$ cat src/sv/sslg_pkg.sv
// Shared types and constants for the servo slew limiter with grip lock.
// Used by the channel interfaces, the pulse lane and the top level.
`default_nettype none

package sslg_pkg;

  localparam int unsigned MAX_JOINTS  = 7;
  localparam int unsigned ANGLE_W     = 8;
  localparam int unsigned REQ_W       = 16;
  localparam int unsigned LEVEL_W     = 12;
  localparam int unsigned PULSE_W     = 12;
  localparam int unsigned STREAK_W    = 4;
  localparam int unsigned SAMPLE_BITS = 12;
  localparam int unsigned PROD_W      = ANGLE_W + PULSE_W;
  localparam int unsigned CFG_IDX_W   = 3;

  localparam logic [ANGLE_W-1:0]  ANGLE_FULL = ANGLE_W'(180);
  localparam logic [ANGLE_W-1:0]  ANGLE_HOME = ANGLE_W'(90);
  localparam logic [STREAK_W-1:0] STREAK_MAX = '1;
  localparam logic [LEVEL_W-1:0]  SAMPLE_MASK = LEVEL_W'((1 << SAMPLE_BITS) - 1);

  // Reciprocal of 180 for the angle-to-pulse scaling. The truncated quotient
  // is low by at most one over the product range, and the lane corrects it.
  localparam int unsigned RecipShift = 28;
  localparam int unsigned RECIP_W    = 21;
  localparam logic [RECIP_W-1:0] RECIP_MUL = RECIP_W'((64'd1 << RecipShift) / 180);

  typedef enum logic [2:0] {
    OP_SET_TARGETS = 3'd0,
    OP_HOME        = 3'd1,
    OP_RELAX       = 3'd2,
    OP_TICK        = 3'd3,
    OP_TOUCH       = 3'd4
  } op_e;

  typedef enum logic [CFG_IDX_W-1:0] {
    CFG_TRIP_LEVEL    = 3'd0,
    CFG_RELEASE_LEVEL = 3'd1,
    CFG_STREAK_NEEDED = 3'd2,
    CFG_MAX_STEP      = 3'd3,
    CFG_CLOSE_LOWER   = 3'd4,
    CFG_CLAW_JOINT    = 3'd5,
    CFG_PULSE_ZERO    = 3'd6,
    CFG_PULSE_FULL    = 3'd7
  } cfg_idx_e;

  localparam logic [1:0] EV_NONE    = 2'd0;
  localparam logic [1:0] EV_LOCKED  = 2'd1;
  localparam logic [1:0] EV_REARMED = 2'd2;

  localparam logic ST_OK        = 1'b0;
  localparam logic ST_NOT_HOMED = 1'b1;

  typedef struct packed {
    logic [2:0]              operation;
    logic signed [REQ_W-1:0] angle_0;
    logic signed [REQ_W-1:0] angle_1;
    logic signed [REQ_W-1:0] angle_2;
    logic signed [REQ_W-1:0] angle_3;
    logic signed [REQ_W-1:0] angle_4;
    logic signed [REQ_W-1:0] angle_5;
    logic signed [REQ_W-1:0] angle_6;
    logic [LEVEL_W-1:0]      touch_level;
  } cmd_t;

  typedef struct packed {
    logic               status;
    logic [1:0]         lock_event;
    logic               grip_locked;
    logic               is_homed;
    logic [PULSE_W-1:0] pulse_0;
    logic [PULSE_W-1:0] pulse_1;
    logic [PULSE_W-1:0] pulse_2;
    logic [PULSE_W-1:0] pulse_3;
    logic [PULSE_W-1:0] pulse_4;
    logic [PULSE_W-1:0] pulse_5;
    logic [PULSE_W-1:0] pulse_6;
  } res_t;

  typedef struct packed {
    logic [CFG_IDX_W-1:0] index;
    logic [LEVEL_W-1:0]   value;
  } cfg_t;

  // Flags of one item as they travel down the pulse pipeline.
  typedef struct packed {
    logic       status;
    logic [1:0] lock_event;
    logic       grip_locked;
    logic       is_homed;
  } meta_t;

  // Load enables of the pulse pipeline stages.
  typedef struct packed {
    logic en2;
    logic en3;
    logic eno;
  } pipe_en_t;

endpackage

`default_nettype wire

$ cat src/sv/sslg_pulse_lane.sv
// One joint's angle-to-pulse scaling pipeline: multiply, reciprocal divide
// by 180, correction and offset. Depends on sslg_pkg.
`default_nettype none

module sslg_pulse_lane (
  input  wire                       clk_i,
  input  sslg_pkg::pipe_en_t        en_i,
  input  wire [sslg_pkg::ANGLE_W-1:0] angle_i,
  input  wire                       driven_i,
  input  wire [sslg_pkg::PULSE_W-1:0] span_i,
  input  wire [sslg_pkg::PULSE_W-1:0] zero_i,
  input  wire                       rev_i,
  output logic [sslg_pkg::PULSE_W-1:0] pulse_o
);
  import sslg_pkg::*;

  localparam int unsigned RP_W = PROD_W + RECIP_W;

  logic [PROD_W-1:0]  prod2_q, prod3_q;
  logic               drv2_q, drv3_q;
  logic [PULSE_W-1:0] quo3_q;
  logic [PULSE_W-1:0] pulse_q;

  logic [RP_W-1:0]    recip_prod;
  logic [PROD_W-1:0]  rem;
  logic [PULSE_W-1:0] quo_fix;
  logic [PULSE_W-1:0] pulse_d;

  assign recip_prod = RP_W'(prod2_q) * RP_W'(RECIP_MUL);

  // The quotient estimate is exact or one short; the remainder tells which.
  assign rem     = prod3_q - (PROD_W'(quo3_q) * PROD_W'(ANGLE_FULL));
  assign quo_fix = (rem >= PROD_W'(ANGLE_FULL)) ? quo3_q + PULSE_W'(1) : quo3_q;
  assign pulse_d = rev_i ? zero_i - quo_fix : zero_i + quo_fix;

  always_ff @(posedge clk_i) begin
    if (en_i.en2) begin
      prod2_q <= PROD_W'(angle_i) * PROD_W'(span_i);
      drv2_q  <= driven_i;
    end
    if (en_i.en3) begin
      quo3_q  <= recip_prod[RecipShift +: PULSE_W];
      prod3_q <= prod2_q;
      drv3_q  <= drv2_q;
    end
    if (en_i.eno) begin
      pulse_q <= drv3_q ? pulse_d : '0;
    end
  end

  assign pulse_o = pulse_q;

endmodule

`default_nettype wire

$ cat config.mk
export PLATFORM = sky130hd
export DESIGN_NAME = sslg_pulse_lane
export DESIGN_NICKNAME = d
export VERILOG_FILES = /design/src/sv/sslg_pkg.sv /design/src/sv/sslg_pulse_lane.sv
export SDC_FILE = /design/constraint.sdc
export NUM_CORES = 1
export LEC_CHECK = 0
export BUFFER_PORTS_ARGS = -buffer_cell sky130_fd_sc_hd__buf_4
export CAP_MARGIN = 25
export CORE_MARGIN = 3
export CORE_UTILIZATION = 25
export CTS_CLUSTER_SIZE = 40
export DETAILED_ROUTE_END_ITERATION = 6
export MAX_ROUTING_LAYER = met4
export SYNTH_ARGS = -nofsm -noshare
export SYNTH_HDL_FRONTEND = slang
export SYNTH_SLANG_ARGS = --single-unit
export TNS_END_PERCENT = 20
$ cat constraint.sdc
create_clock -name clk_i -period 22.8 [get_ports clk_i]
set_input_delay 4.56 -clock clk_i [delete_from_list [all_inputs] [get_ports clk_i]]
set_output_delay 4.56 -clock clk_i [all_outputs]
set_load 0.05 [all_outputs]
Word-level counts from Yosys, hierarchy flattened
Cells that the tools add are included.

$lt $le $gt $ge: 1. Muxes and demuxes: 2. Add/subtract/negate cells: 4. Multipliers: 3.

Operator list (count): $mul 20x19->38 const B (1); $mux 12 (2); $ge 20x8->1 const B (1); $mul 8x12->20 (1); $sub 20x20->20 (1); $mul 12x6->18 const B (1); $add 12x1->12 const B (1); $add 12x12->12 (1); $sub 12x12->12 (1).

Input bits: 38. Logic and storage cells: 16. Bits in registers: 66.

Longest topological paths before layout
Depth in word-level cells: 6. Depth in mapped cells: 45.

Worst setup path before layout
No wires, ideal clock.

Path kind: input -> register. Start: input port angle_i[2] (netlist bit). End: register prod2_q[18] (data pin). Path buffers: 1. Stages on the path: 20. Library setup time: 0.258 ns. Arrival: 8.827 ns. Setup slack: 13.715 ns. Cells stage by stage: buf_1 and2_1 fa_1 fa_1 inv_1 fa_1 inv_1 fa_1 ha_1 inv_1 o21ai_0 a21oi_1 o21ai_0 a21oi_1 nand2b_1 a21boi_0 o41ai_1 o2111ai_1 a21oi_1 xnor2_1.

Cells in the longest elaborated chain, start to end: 1.

RTL lines: start: declaration (line sslg_pulse_lane.sv:8) `input wire [sslg_pkg::ANGLE_W-1:0] angle_i,`; $mul 8x12->20 (line sslg_pulse_lane.sv:38) `prod2_q <= PROD_W'(angle_i) * PROD_W'(span_i);`; end signal: assignment (line sslg_pulse_lane.sv:38); end: declaration (line sslg_pulse_lane.sv:19) `logic [PROD_W-1:0] prod2_q, prod3_q;`.

No other way between the ends. A chain may end at the register's enable or synchronous reset.

Worst setup path in the final report
Start: register quo3_q[1]. End: register pulse_q[11] (netlist: pulse_o[11]) (data pin).

Cells in the longest elaborated chain, start to end: 6.

RTL lines: start: declaration (line sslg_pulse_lane.sv:21) `logic [PULSE_W-1:0] quo3_q;`; start signal: assignment (line sslg_pulse_lane.sv:42) `quo3_q <= recip_prod[RecipShift +: PULSE_W];`; $mul 12x6->18 (line sslg_pulse_lane.sv:32) `assign rem = prod3_q - (PROD_W'(quo3_q) * PROD_W'(ANGLE_FULL));`; $sub 20x20->20 (line sslg_pulse_lane.sv:32); $ge 20x8->1 (line sslg_pulse_lane.sv:33) `assign quo_fix = (rem >= PROD_W'(ANGLE_FULL)) ? quo3_q + PULSE_W'(1) : quo3_q;`; $mux 12 (*) (line sslg_pulse_lane.sv:33); $add 12x12->12 or $sub 12x12->12 (tied branches) (line sslg_pulse_lane.sv:34) `assign pulse_d = rev_i ? zero_i - quo_fix : zero_i + quo_fix;`; $mux 12 (*) (line sslg_pulse_lane.sv:34); end signal: assignment (line sslg_pulse_lane.sv:47) `pulse_q <= drv3_q ? pulse_d : '0;`; end: declaration (line sslg_pulse_lane.sv:22) `logic [PULSE_W-1:0] pulse_q;`.

Mark *: on every way between the ends. The rest lies on a longest branch, timed or not.

==> results by group <==
Synth
  – Number of different library cells in the post-synthesis netlist: 66
  – Cell type with the largest total area after synthesis: fa_1
  – Top post-synthesis cells by area: fa_1 (28%), ha_1 (23%), edfxtp_1 (14%), inv_1 (9.7%), xnor2_1 (3.3%)
  – Synthesized area per cell: about 9.5 um2
  – Top post-synthesis cells by count: inv_1 (367), ha_1 (255), fa_1 (200), nand2_1 (81), a21oi_1 (66)
  – Yosys reg bits: 64
  – Area of the mapped netlist: 14100 um2
  – Most instantiated flip-flop cell in the synthesis netlist: edfxtp_1
  – Count of yosys warnings during synthesis: 0
  – Fraction of post-synthesis cell area in the top cell type by area: 0.283
  – EDFF count, synth: 64
  – Syn Nets: between 1500 and 2000
  – Synthesized instance count: 1482
  – Fraction of the yosys area taken by sequential cells: 0.136
  – Share of synthesized registers carrying an async set or reset: 0
  – Count leader, synth: inv_1

Die
  – Die Width: 244 um
  – Number of core rows: 86
  – Floorplan die area: about 59000 um2
  – Vertical extent of the die: 244 um
  – Ports placed on the boundary: 50
  – Effective utilization at floorplan: 0.255
  – Core area: 55500 um2

Clock network
  – Clock tree from TritonCTS: built
  – Number of buffers inserted during clock tree synthesis: 9
  – Resized cells post-CTS: 0
  – Source-to-sink clock delay at the later pin of the worst-skew pair: roughly 0.36 ns
  – Clock slew seen by the registers of the worst setup and hold paths: approximately 0.070 ns
  – Clock H-tree levels: 3
  – Sink Count: 64
  – Clock Path Buffers: 2
  – Number of buffers inserted by hold repair at cts: 0
  – Number of post-CTS setup repair buffers: 0
  – Clock root buffer master: clkbuf_16

Timing
  – Period utilisation layout: 0.405
  – Unrepaired setup endpoints after global routing: no
  – Clock period minus final worst setup slack: 9.23 ns
  – Hold slack: 0.559 ns
  – Final number of max-transition violations: 0
  – Clock Skews: roughly 0.013 ns
  – Sum of negative setup slack: 0 ns
  – Final number of hold-violating endpoints: 0
  – Final setup vio count: 0
  – Worst Max-Slew Pin Slew: approximately 0.63 ns
  – Relative slew slack: 0.572
  – Maximum clock rate: 108 MHz

Global routing
  – Wire length of the first global-routing pass: 50800 um
  – Total Routing Usage GR: 0.109
  – Via count of the first global-routing pass: 10267
  – Number of antenna violations at the first check in global routing: 0
  – Largest net degree at the start of global routing: 32
  – GRT overflow: 0

Placed design
  – HPWL after detailed placement: around 27000 um
  – GPL Wtd Cong: 0.905
  – Post-Place Cell Area: 15400 um2
  – Total of buffers placed on input and output ports: 49

Drt
  – Number of DRC markers after the initial detailed-route iteration: 455
  – DR WL/cell: about 13 um
  – Number of iterations in the first detailed-routing pass: 5
  – Detailed-route via count: 9927
  – DRC violations left: 0
  – Via density per instance: around 4.4
  – Residual antenna-violating net count after detailed routing: 0
  – Wire length after detailed routing: 30400 um

Setup path
  – Worst path bufs/invs: 2
  – Worst R2R End: pulse_o[11]$_SDFFCE_PN0P_
  – Worst path slowest cell: edfxtp_1
  – Worst-case register-to-register setup slack: 13.57 ns
  – Critical path capture point type: flop
  – Category of the most critical setup path: flop to flop
  – Largest delay share family, worst path: compound AO/OA/AOI/OAI gates
  – Start point of the critical path: quo3_q[1]$_DFFE_PP_
  – Req. time, crit path: ~23 ns
  – Max Fanout on Critical Path: 16
  – Data arrival at the endpoint of the critical path: 9.44 ns
  – Length in cells of the worst reg-to-reg path: between 40 and 50
  – Startpoint of the worst-slack reg-to-reg timing path: quo3_q[1]$_DFFE_PP_
  – Critical Path Most Common Cell: o21ai_0
  – Worst setup SP type: flop
  – Worst path max stage delay: between 0.5 and 0.6 ns

Outcome
  – Run status: finished clean

Cells and area
  – Area delta synth->final: 10.8%
  – Inserted Diodes: 0
  – Final net count: 2017
  – Util after Layout: 0.282
  – Design Area, Final: 15700 um2
  – Ratio of cells with drive above 1 in the final layout: 0.0523

Job
  – Maximum Capacitance Violations: 0

Worst hold path
  – Worst Hold End: drv3_q$_DFFE_PP_
  – Worst min-delay path category: flop to flop
  – Launch instance of the worst min-delay path: drv2_q$_DFFE_PP_
  – Hold Crit Depth: 0
-- through the flow --
stage          setup WS (ns)  instances
6_report               13.57       2277
5_1_grt                12.63       2277
4_1_cts                13.60       2277
3_5_place_dp           13.33       2261
3_3_place_gp           13.36       2261
2_1_floorplan          13.72       1482
-- worst max-delay path by stage --
stage | cells after the start | end
after floorplan | 20 | prod2_q[18]$_DFFE_PP_
after global placement | 20 | prod2_q[18]$_DFFE_PP_
after detailed placement | 20 | prod2_q[18]$_DFFE_PP_
after CTS | 41 | pulse_o[11]$_SDFFCE_PN0P_
after global routing | 38 | pulse_o[11]$_SDFFCE_PN0P_
final | 42 | pulse_o[11]$_SDFFCE_PN0P_
-- cells by family after synthesis --
family,synth area share
buffers and inverters,0.102
DFF,0.136
xor gates and xnor gates,0.0525
AOI/OAI and AO/OA,0.0954
adders and majority gates,0.508
muxes,0.00327
and+or+nand+nor,0.102
-- area by class of cell --
cell class | count | area (um2)
Multi-Input combinational cell | 1033 | 10800
Sequential cell | 64 | 1920
Inverter | 367 | 1380
Fill cell | 5869 | 39800
Clock inverter | 7 | 72.6
Tap cell | 748 | 936
Timing Repair Buffer | 49 | 368
Clock buffer | 9 | 225
-- placed cells by master (no fill, tap or decap), types with 3 or more instances in the layout --
cell type	n
nand3_1	13
a211oi_1	6
o21bai_1	5
buf_4	49
o2111ai_1	4
edfxtp_1	64
xnor2_1	53
o21a_1	3
o211ai_1	5
o32ai_1	3
and3_1	9
nand2b_1	14
nand4_1	9
and2_1	55
o21ai_0	42
clkbuf_16	9
a31oi_1	6
ha_1	255
nand2_1	81
a2111oi_0	3
xor2_1	30
nor2_1	54
a21boi_0	10
a21oi_1	66
nor3b_1	4
nor3_1	17
inv_1	367
nor2b_1	12
a21o_1	20
o41ai_1	3
fa_1	200
or3_1	8
-- sequential cells by signal (all words and copies together) (netlist names) --
name / count
quo3_q: 12
drv2_q: 1
prod2_q: 20
drv3_q: 1
prod3_q: 18
pulse_o: 12
-- per-layer routing --
layer  track usage  part of all wire  vias up
met2         0.181              0.48      170
met1         0.136              0.46     4833
met5             -                 0        -
met4        0.0318             0.023        0
met3        0.0176             0.039       44
li1              -                 -     4880
Power is not shown: default switching activity piles up to over one toggle a cycle in this logic, so the estimate is an artifact.
